`src/hdl/irpwc_pkg.sv`:
```
// Package for the IR pulse width capture block: phase codes, register map,
// result record and parameter defaults. No dependencies.
`default_nettype none

package irpwc_pkg;

  // Parameter defaults
  localparam int BUFFER_DEPTH_DEF = 128;
  localparam int TICK_WIDTH_DEF   = 16;

  // Field widths fixed by the interface
  localparam int GAP_W      = 16;
  localparam int DUR_W      = 16;
  localparam int IDX_W      = 7;
  localparam int CNT_OUT_W  = 8;
  localparam int IN_TDATA_W = 8;
  localparam int OUT_TDATA_W = 40;
  localparam int CFG_ADDR_W = 3;
  localparam int CFG_DATA_W = 32;

  // Register indexes (byte address = 4 * index)
  localparam logic REG_IDLE_GAP   = 1'b0;
  localparam logic REG_MARK_LEVEL = 1'b1;

  localparam logic [GAP_W-1:0] IDLE_GAP_RST = 16'd100;
  localparam logic MARK_LEVEL_RST = 1'b0;

  // Input kinds
  localparam logic KIND_TICK    = 1'b0;
  localparam logic KIND_RESTART = 1'b1;

  typedef enum logic [1:0] {
    PH_IDLE  = 2'd0,
    PH_MARK  = 2'd1,
    PH_SPACE = 2'd2,
    PH_STOP  = 2'd3
  } phase_t;

  typedef struct packed {
    logic [CNT_OUT_W-1:0] record_count;
    logic                 overflowed;
    logic                 frame_done;
    phase_t               receiver_phase;
    logic [DUR_W-1:0]     duration;
    logic [IDX_W-1:0]     record_index;
    logic                 recorded;
  } result_t;

endpackage : irpwc_pkg

`default_nettype wire

```
`src/hdl/irpwc_core.sv`:
```
// Capture state and per-tick update for the IR pulse width capture block.
// Depends on irpwc_pkg for phase codes and the result record.
`default_nettype none

module irpwc_core #(
  parameter int BUFFER_DEPTH = irpwc_pkg::BUFFER_DEPTH_DEF,
  parameter int TICK_WIDTH   = irpwc_pkg::TICK_WIDTH_DEF
) (
  input  wire logic                       clk,
  input  wire logic                       rst_n,
  input  wire logic                       step_en,
  input  wire logic                       kind,
  input  wire logic                       pin_level,
  input  wire logic [irpwc_pkg::GAP_W-1:0] idle_gap,
  input  wire logic                       mark_level,
  output irpwc_pkg::result_t              result
);

  localparam int CNT_W = $clog2(BUFFER_DEPTH + 1);
  localparam int CMP_W = (TICK_WIDTH > irpwc_pkg::GAP_W) ? TICK_WIDTH : irpwc_pkg::GAP_W;

  irpwc_pkg::phase_t     phase_r, phase_nxt;
  logic [TICK_WIDTH-1:0] tick_r, tick_nxt, tick_inc;
  logic [CNT_W-1:0]      cnt_r, cnt_nxt;
  logic                  ovf_r, ovf_nxt;

  logic                  is_mark, full, tick_ge_gap, tick_gt_gap, restart;
  logic                  rec;
  logic [CNT_W-1:0]      rec_idx;
  logic [TICK_WIDTH-1:0] dur;
  logic [31:0]           idx_ext, dur_ext, cnt_ext;

  assign restart     = (kind == irpwc_pkg::KIND_RESTART);
  assign is_mark     = (pin_level == mark_level);
  assign tick_inc    = tick_r + TICK_WIDTH'(1);
  assign full        = (cnt_r >= CNT_W'(BUFFER_DEPTH));
  assign tick_ge_gap = (CMP_W'(tick_inc) >= CMP_W'(idle_gap));
  assign tick_gt_gap = (CMP_W'(tick_inc) >  CMP_W'(idle_gap));

  // Next phase
  always_comb begin
    phase_nxt = phase_r;
    if (restart) begin
      phase_nxt = irpwc_pkg::PH_IDLE;
    end else if (full) begin
      phase_nxt = irpwc_pkg::PH_STOP;
    end else begin
      case (phase_r)
        irpwc_pkg::PH_IDLE: begin
          if (is_mark && tick_ge_gap) phase_nxt = irpwc_pkg::PH_MARK;
        end
        irpwc_pkg::PH_MARK: begin
          if (!is_mark) phase_nxt = irpwc_pkg::PH_SPACE;
        end
        irpwc_pkg::PH_SPACE: begin
          if (is_mark) phase_nxt = irpwc_pkg::PH_MARK;
          else if (tick_gt_gap) phase_nxt = irpwc_pkg::PH_STOP;
        end
        default: phase_nxt = phase_r;
      endcase
    end
  end

  // Counters, flags and the emitted duration
  always_comb begin
    tick_nxt = tick_inc;
    cnt_nxt  = cnt_r;
    ovf_nxt  = ovf_r;
    rec      = 1'b0;
    rec_idx  = '0;
    dur      = '0;
    if (restart) begin
      tick_nxt = '0;
      cnt_nxt  = '0;
      ovf_nxt  = 1'b0;
    end else if (full) begin
      ovf_nxt = 1'b1;
    end else begin
      case (phase_r)
        irpwc_pkg::PH_IDLE: begin
          if (is_mark) begin
            tick_nxt = '0;
            if (tick_ge_gap) begin
              ovf_nxt = 1'b0;
              rec     = 1'b1;
              dur     = tick_inc;
              cnt_nxt = CNT_W'(1);
            end
          end
        end
        irpwc_pkg::PH_MARK, irpwc_pkg::PH_SPACE: begin
          // an edge closes the running duration
          if (is_mark == (phase_r == irpwc_pkg::PH_SPACE)) begin
            rec      = 1'b1;
            rec_idx  = cnt_r;
            dur      = tick_inc;
            cnt_nxt  = cnt_r + CNT_W'(1);
            tick_nxt = '0;
          end
        end
        default: begin
          if (is_mark) tick_nxt = '0;
        end
      endcase
    end
  end

  assign idx_ext = 32'(rec_idx);
  assign dur_ext = 32'(dur);
  assign cnt_ext = 32'(cnt_nxt);

  always_comb begin
    result.recorded       = rec;
    result.record_index   = idx_ext[irpwc_pkg::IDX_W-1:0];
    result.duration       = dur_ext[irpwc_pkg::DUR_W-1:0];
    result.receiver_phase = phase_nxt;
    result.frame_done     = (phase_nxt == irpwc_pkg::PH_STOP);
    result.overflowed     = ovf_nxt;
    result.record_count   = cnt_ext[irpwc_pkg::CNT_OUT_W-1:0];
  end

  always_ff @(posedge clk) begin
    if (!rst_n) begin
      phase_r <= irpwc_pkg::PH_IDLE;
      tick_r  <= '0;
      cnt_r   <= '0;
      ovf_r   <= 1'b0;
    end else if (step_en) begin
      phase_r <= phase_nxt;
      tick_r  <= tick_nxt;
      cnt_r   <= cnt_nxt;
      ovf_r   <= ovf_nxt;
    end
  end

endmodule : irpwc_core

`default_nettype wire

```
`src/hdl/ir_pulse_width_capture.sv`:
```
// Top level of the IR pulse width capture block: stream ports, APB register
// port and a two-entry output stage. Depends on irpwc_pkg and irpwc_core.
`default_nettype none

// One item is taken per clock while in_tready is high: each sampling tick
// updates the tick counter, compares it with the idle gap threshold and moves
// the capture phase; its result is registered in the output register or the
// skid entry. A restart item clears the capture state to idle and returns a
// zero result. The output register is backed by a skid entry, so one further
// item is taken while a result waits; in_tready falls only when both entries
// are full. The idle gap threshold lies at byte address 0, mark_level at byte
// address 4; write them only while the block is idle.
module ir_pulse_width_capture #(
  parameter int BUFFER_DEPTH = irpwc_pkg::BUFFER_DEPTH_DEF,
  parameter int TICK_WIDTH   = irpwc_pkg::TICK_WIDTH_DEF
) (
  input  wire logic                                clk,
  input  wire logic                                rst_n,
  // input stream
  input  wire logic                                in_tvalid,
  output logic                                     in_tready,
  input  wire logic [irpwc_pkg::IN_TDATA_W-1:0]    in_tdata,  // [0] pin_level
  input  wire logic                                in_tuser,  // [0] kind
  // result stream
  output logic                                     out_tvalid,
  input  wire logic                                out_tready,
  // [0] recorded, [7:1] record_index, [23:8] duration, [25:24] receiver_phase,
  // [26] frame_done, [27] overflowed, [35:28] record_count
  output logic [irpwc_pkg::OUT_TDATA_W-1:0]        out_tdata,
  // configuration
  input  wire logic                                cfg_psel,
  input  wire logic                                cfg_penable,
  input  wire logic                                cfg_pwrite,
  input  wire logic [irpwc_pkg::CFG_ADDR_W-1:0]    cfg_paddr,
  input  wire logic [irpwc_pkg::CFG_DATA_W-1:0]    cfg_pwdata,
  output logic [irpwc_pkg::CFG_DATA_W-1:0]         cfg_prdata,
  output logic                                     cfg_pready
);

  localparam int RES_W = $bits(irpwc_pkg::result_t);

  logic [irpwc_pkg::GAP_W-1:0] idle_gap_r;
  logic                        mark_level_r;
  logic                        cfg_wr;
  logic                        reg_sel;

  irpwc_pkg::result_t step_res;
  irpwc_pkg::result_t out_res_r, skid_res_r;
  logic               out_vld_r, skid_vld_r;
  logic               acc_in, acc_out, load_out;

  // Register port
  assign cfg_pready = 1'b1;
  assign reg_sel    = cfg_paddr[2];
  assign cfg_wr     = cfg_psel && cfg_penable && cfg_pwrite && cfg_pready;

  always_ff @(posedge clk) begin
    if (!rst_n) begin
      idle_gap_r   <= irpwc_pkg::IDLE_GAP_RST;
      mark_level_r <= irpwc_pkg::MARK_LEVEL_RST;
    end else if (cfg_wr) begin
      case (reg_sel)
        irpwc_pkg::REG_IDLE_GAP:   idle_gap_r   <= cfg_pwdata[irpwc_pkg::GAP_W-1:0];
        irpwc_pkg::REG_MARK_LEVEL: mark_level_r <= cfg_pwdata[0];
        default: ;
      endcase
    end
  end

  always_comb begin
    case (reg_sel)
      irpwc_pkg::REG_IDLE_GAP:   cfg_prdata = irpwc_pkg::CFG_DATA_W'(idle_gap_r);
      irpwc_pkg::REG_MARK_LEVEL: cfg_prdata = irpwc_pkg::CFG_DATA_W'(mark_level_r);
      default:                   cfg_prdata = '0;
    endcase
  end

  // Handshakes
  assign in_tready = !skid_vld_r;
  assign acc_in    = in_tvalid && in_tready;
  assign acc_out   = out_vld_r && out_tready;
  assign load_out  = !out_vld_r || acc_out;

  irpwc_core #(
    .BUFFER_DEPTH (BUFFER_DEPTH),
    .TICK_WIDTH   (TICK_WIDTH)
  ) u_core (
    .clk        (clk),
    .rst_n      (rst_n),
    .step_en    (acc_in),
    .kind       (in_tuser),
    .pin_level  (in_tdata[0]),
    .idle_gap   (idle_gap_r),
    .mark_level (mark_level_r),
    .result     (step_res)
  );

  // Output register with skid entry
  always_ff @(posedge clk) begin
    if (!rst_n) begin
      out_vld_r  <= 1'b0;
      skid_vld_r <= 1'b0;
    end else if (load_out) begin
      out_vld_r  <= skid_vld_r || acc_in;
      skid_vld_r <= 1'b0;
    end else if (acc_in) begin
      skid_vld_r <= 1'b1;
    end
  end

  always_ff @(posedge clk) begin
    if (load_out) begin
      out_res_r <= skid_vld_r ? skid_res_r : step_res;
    end
    // hold the new item aside while the output register is stalled
    if (!load_out && acc_in) begin
      skid_res_r <= step_res;
    end
  end

  assign out_tvalid = out_vld_r;
  assign out_tdata  = irpwc_pkg::OUT_TDATA_W'(RES_W'(out_res_r));

endmodule : ir_pulse_width_capture

`default_nettype wire
```
`config.mk`:
```
export PLATFORM = sky130hd
export DESIGN_NAME = ir_pulse_width_capture
export DESIGN_NICKNAME = d
export VERILOG_FILES = /design/src/hdl/irpwc_pkg.sv /design/src/hdl/irpwc_core.sv /design/src/hdl/ir_pulse_width_capture.sv
export SDC_FILE = /design/constraint.sdc
export NUM_CORES = 1
export LEC_CHECK = 0
export ABC_AREA = 1
export ABC_CLOCK_PERIOD_IN_PS = 4000
export BUFFER_PORTS_ARGS = -buffer_cell sky130_fd_sc_hd__buf_2
export CAP_MARGIN = 20
export CORE_MARGIN = 5
export CORE_UTILIZATION = 40
export DETAILED_ROUTE_END_ITERATION = 10
export MAX_ROUTING_LAYER = met4
export PLACE_DENSITY = 0.61
export SLEW_MARGIN = 20
export SYNTH_ARGS = -nofsm -noshare
export SYNTH_HDL_FRONTEND = slang
export SYNTH_SLANG_ARGS = --single-unit
```
`constraint.sdc`:
```
create_clock -name clk -period 4 [get_ports clk]
set_input_delay 0.4 -clock clk [delete_from_list [all_inputs] [get_ports clk]]
set_output_delay 0.4 -clock clk [all_outputs]
set_load 0.02 [all_outputs]
```
# Yosys cells after proc, flatten, opt, wreduce, memory -nomap -nowiden
# Cells that the tools add are included.
# op_classes
n_lt_le_gt_ge,3
n_eq_ne,5
bitwise,2
addsub,2
muxes,41
n_reduce_logical,16
# op_table
op,count
$mux W16,10
$pmux W32 S2,1
$mux W8,5
$mux W36,1
$pmux W16 S2,1
$mux W7,4
$add A16 B1 Y16 const B,1
$ge A16 B16 Y1,1
$gt A16 B16 Y1,1
$pmux W8 S2,1
$mux W2,6
$mux W1,10
$add A8 B1 Y8 const B,1
$ge A8 B8 Y1 const B,1
$logic_and A1 B1 Y1,6
$pmux W2 S3,1
$eq A2 B2 Y1 const B,2
$reduce_and A2 Y1,2
$reduce_or A2 Y1,2
$logic_not A1 Y1,3
$eq A1 B1 Y1,2
$eq A2 B1 Y1 const B,1
$logic_not A2 Y1,1
$logic_or A1 B1 Y1,2
2 further kinds,3
# word_totals
register_bits,118
inputBits,51
word_cells,91

# Longest topological paths before layout
# depth
depth_word,9
ltp_mapped,21
mapped_depth_nobuf,21

# By module
# From an unflattened synthesis, not the netlist that was laid out.
# hier_totals
cells_unflattened,762
hier_area_um2,6316.1
# modules_own_cells
module,cells_each,area_each_um2,n_inst
ir_pulse_width_capture,364,3809.9,1
irpwc_core,398,2506.2,1

# Worst setup path after synthesis
# No wires, ideal clock.
# synth_path
path_kind,reg-to-reg
start,"register out_vld_r, in the netlist out_tvalid"
end,register skid_res_r[0] in the netlist's numbering (enable)
stages_incl_launch_ff,5
t_arrival_ns,2.723
path_slack_ns,0.847
required_time_ns,3.571
period_less_slack_ns,3.153
n_path_buf,0
setup_ns,0.429
cell_sequence,dfxtp_1 > inv_1 > nor2_1 > inv_1 > nor2_1
# synth_between
elab_chain_len,4
word_cells_on_any_way,5
cone_classes,reduce/logical (5)
# synth_rtl
item,line,source
"start, declared",ir_pulse_width_capture.sv:49,"logic out_vld_r, skid_vld_r;"
"start signal, assigned",ir_pulse_width_capture.sv:104,out_vld_r <= skid_vld_r || acc_in;
$logic_not A1 Y1 / $logic_and A1 B1 Y1 (equally long branches),"ir_pulse_width_capture.sv:82, ir_pulse_width_capture.sv:81",
$logic_or A1 B1 Y1 *,ir_pulse_width_capture.sv:82,assign load_out = !out_vld_r || acc_out;
via load_out,ir_pulse_width_capture.sv:50,"logic acc_in, acc_out, load_out;"
$logic_not A1 Y1 *,ir_pulse_width_capture.sv:116,if (!load_out && acc_in) begin
$logic_and A1 B1 Y1 *,ir_pulse_width_capture.sv:116,
"end signal, assigned",ir_pulse_width_capture.sv:117,skid_res_r <= step_res;
"end, declared",ir_pulse_width_capture.sv:48,"irpwc_pkg::result_t out_res_r, skid_res_r;"
# The timed path passes the listed nets; every way through them passes the cells marked *.
# A chain may end at the register's enable or synchronous reset.

# Worst setup path after layout
# layout_path
start,register u_core.tick_r[0]
end,"register out_res_r (netlist bit out_tdata[25]), data pin"
# layout_between
elab_chain_len,8
word_cells_on_any_way,11
cone_classes,add/sub (1); order compare (2); mux (7); reduce/logical (1)
# layout_rtl
item,line,source
"start, declared",irpwc_core.sv:23,"logic [TICK_WIDTH-1:0] tick_r, tick_nxt, tick_inc;"
"start signal, assigned",irpwc_core.sv:130,tick_r <= tick_nxt;
$add A16 B1 Y16 *,irpwc_core.sv:35,assign tick_inc = tick_r + TICK_WIDTH'(1);
$gt A16 B16 Y1 / $ge A16 B16 Y1 (equally long branches),"irpwc_core.sv:38, irpwc_core.sv:37",
$mux W2 / $logic_and A1 B1 Y1 (equally long branches),"irpwc_core.sv:57, irpwc_core.sv:50",
"$mux W2, on equally long branches","irpwc_core.sv:56, irpwc_core.sv:50",
$pmux W2 S3 *,irpwc_core.sv:48,case (phase_r)
$mux W2 *,irpwc_core.sv:45,end else if (full) begin
$mux W2 *,irpwc_core.sv:43,if (restart) begin
$mux W36 *,ir_pulse_width_capture.sv:113,out_res_r <= skid_vld_r ? skid_res_r : step_res;
"end signal, assigned",ir_pulse_width_capture.sv:113,
"end, declared",ir_pulse_width_capture.sv:48,
# Mark *: on every way between the ends. The rest lies on a longest branch, timed or not.

==> impl_metrics.env <==
export IMPL_path_max_fanout=7
export IMPL_syn2layout_area_growth_pct=18.7
export IMPL_crit_type="reg -> reg"
export IMPL_yosys_area_share_adder_pct=4.96
export IMPL_drtIter0Drc=291
export IMPL_ir_drop_v=0.000277
export IMPL_maxSlewViolCount=0
export IMPL_cp_required_ns=4.13
export IMPL_dieArea_sq_um=17700
export IMPL_h_tree_depth=4
export IMPL_post_synth_cell_area_avg_sq_um=8.79
export IMPL_synthFlopType="edfxtp_1"
export IMPL_gr_total_overflow=0
export IMPL_syn_inst=689
export IMPL_synth_area_sq_um=6050
export IMPL_nNetsFinal=840
export IMPL_clockBufferDepth=2
export IMPL_vias=4632
export IMPL_grt_max_degree=40
export IMPL_hold_path_class="in -> reg"
export IMPL_grt_pass1_vias=4485
export IMPL_io_buffers=79
export IMPL_finalSetupViolations=0
export IMPL_synthMuxAreaShare_pct=0
export IMPL_min_period_ns=3.70
export IMPL_synth_edff_count=72
export IMPL_hpwl_um=9550
export IMPL_drt_vias_per_instance=4.80
export IMPL_drive_gt1_share_pct=20.1
export IMPL_cts_made_buffers=17
export IMPL_p_per_area_nw_per_um2=468
export IMPL_grt_pass1_wl_um=22000
export IMPL_drt_wl_total_um=13300
export IMPL_layout_setup_ws_ns=0.302
export IMPL_hold_viol_final=0
export IMPL_post_synth_num_cell_types=43
export IMPL_clock_latency_ns=0.41
export IMPL_max_clock_freq_mhz=270
export IMPL_core_sq_um=15000
export IMPL_synth_xor_area_share_pct=2.50
export IMPL_cts_sinks=118
export IMPL_layout_common_cells="172 x nand2_1, 79 x buf_2, 72 x inv_1, 72 x edfxtp_1, 59 x o21ai_0"
export IMPL_dr_pass1_iters=5
export IMPL_cts_root_buf="clkbuf_16"
export IMPL_path_clk_slew_ns=0.06
export IMPL_ctsHoldBuffers=0
export IMPL_tns_ns=0
export IMPL_synth_top_family_by_area="simple AND/OR/NAND/NOR gates"
export IMPL_synth_compound_area_share_pct=10.7
export IMPL_pre_cts_slack_ns=0.313
export IMPL_worst_setup_path_end_kind="flop"
export IMPL_post_cts_buffers=0
export IMPL_yosysTopAreaCell="edfxtp_1"
export IMPL_yosysTopAreaCellShare_pct=35.7
export IMPL_worst_slew_pin_slew_ns=0.827
export IMPL_row_count=45
export IMPL_final_common_cell="nand2_1"
export IMPL_antenna_found_initial=0
export IMPL_antenna_left=0
export IMPL_ys_async_sr_fraction_pct=0
export IMPL_yosys_area_share_simple_pct=21.4
export IMPL_arrival_ns=3.83
export IMPL_post_route_drc_count=0
export IMPL_min_period_over_period_pct=92.4
export IMPL_gp_congestion=0.853
export IMPL_relSlewSlack_pct=44.7
export IMPL_initial_core_util_pct=40.3
export IMPL_wl_per_cell_um=13.7
export IMPL_ys_warn_count=0
export IMPL_synth_seq_area_share_pct=50.9
export IMPL_cts_tree="done"
export IMPL_finClkSkew_ns=0.00917
export IMPL_post_route_util_pct=47.8
export IMPL_ys_ff_latch=118
export IMPL_globalRouteTotalUtil_pct=15.7
export IMPL_rsz0062_at_grt="false"
export IMPL_maxCapViolations=0
export IMPL_outcome="complete, no violations"
export IMPL_die_width_um=133
export IMPL_synth_area_leaders="edfxtp_1 36%, dfxtp_1 15%, nand2_1 11%"
export IMPL_n_antenna_cell=0
export IMPL_cts_resized_gates=0
export IMPL_ioPinCount=126
export IMPL_p_leak_uw=0.00336
export IMPL_die_y_um=133
export IMPL_worstSetupStartpointType="flop"
[final timing paths]
path / start / to / slack (ns) / cells after the start
max: u_core.tick_r[0]$_SDFFE_PN0P_ / out_tdata[25]$_DFFE_PP_ / 0.30 / 19
min: cfg_pwdata[5] / idle_gap_r[5]$_SDFFE_PN1P_ / 0.22 / 3
max reg2reg: u_core.tick_r[0]$_SDFFE_PN0P_ / out_tdata[25]$_DFFE_PP_ / 0.30 / 19
min reg2reg: idle_gap_r[13]$_SDFFE_PN0P_ / idle_gap_r[13]$_SDFFE_PN0P_ / 0.50 / 2
[power breakdown]
part	total [uW]	internal [uW]	switching, uW
Clock	1690	1130	565
Combinational	304	84.7	219
Sequential	1370	1340	24.0
Total	3360	2560	808
[cell families (layout without fill, tap and decap cells)]
logic type      after synthesis  in the layout
simple gates                282            282
other cells                   2             21
fa+ha+maj                    24             24
buf+inv                     126            196
xor+xnor                     13             13
flops                       118            118
compound gates              124            124
[synth_stat cells (9+ instances only)]
| cell type | count |
|---|---|
| nand2_1 | 172 |
| edfxtp_1 | 72 |
| inv_1 | 72 |
| o21ai_0 | 59 |
| a21oi_1 | 55 |
| nor2_1 | 48 |
| dfxtp_1 | 46 |
| nand3_1 | 25 |
| ha_1 | 24 |
| buf_4 | 23 |
| clkbuf_1 | 21 |
| nand2_2 | 9 |
[sequential cells by signal, indices dropped and copies added (netlist names), 2 cells and up]
signal / count
idle_gap_r: 16
out_tdata: 36
skid_res_r: 36
u_core.cnt_r: 8
u_core.phase_r: 2
u_core.tick_r: 16
[per-stage QoR]
stage	total power (uW)	std cells	hold WS [ns]	cell area [sq um]
detailed placement	1700	934	0.481	6530
global placement	1690	934	0.474	6530
global route	3490	966	0.227	7190
CTS	3390	966	0.212	7190
floorplan	1620	708	0.455	6120
finish	3360	966	0.218	7190
[critical path, cell delays in order (launching register included)]
cell	delay (ns)
dfxtp_1	0.45
ha_1	0.23
nand2_1	0.07
nor2_2	0.13
nand3_2	0.09
nand3b_4	0.20
nor2_8	0.14
nand3_1	0.09
xor2_1	0.27
inv_2	0.07
ha_1	0.27
nand2_1	0.07
nor3_2	0.23
nand3_1	0.13
nand3_1	0.15
nand2_1	0.23
nand2_1	0.13
nand2_1	0.08
o21bai_1	0.24
o21ai_0	0.13
[routing by layer]
metal | vias up | GRT usage, % | share of wire (%)
met5 | - | - | 0
met2 | 140 | 22.5 | 43
met1 | 2101 | 21.9 | 50
met4 | 0 | 4.85 | 1.4
met3 | 15 | 3.99 | 5.8
li1 | 2376 | - | -
[area by class of cell]
| type | count | area (sq um) |
|---|---|---|
| fill | 1434 | 7850 |
| clock inverter | 14 | 224 |
| tap | 188 | 235 |
| inverter | 81 | 304 |
| clock buffer | 18 | 439 |
| sequential | 118 | 3080 |
| multi-input combinational | 464 | 2480 |
| timing repair buffer | 83 | 425 |
No activity file was read; power rests on OpenSTA's default activity.
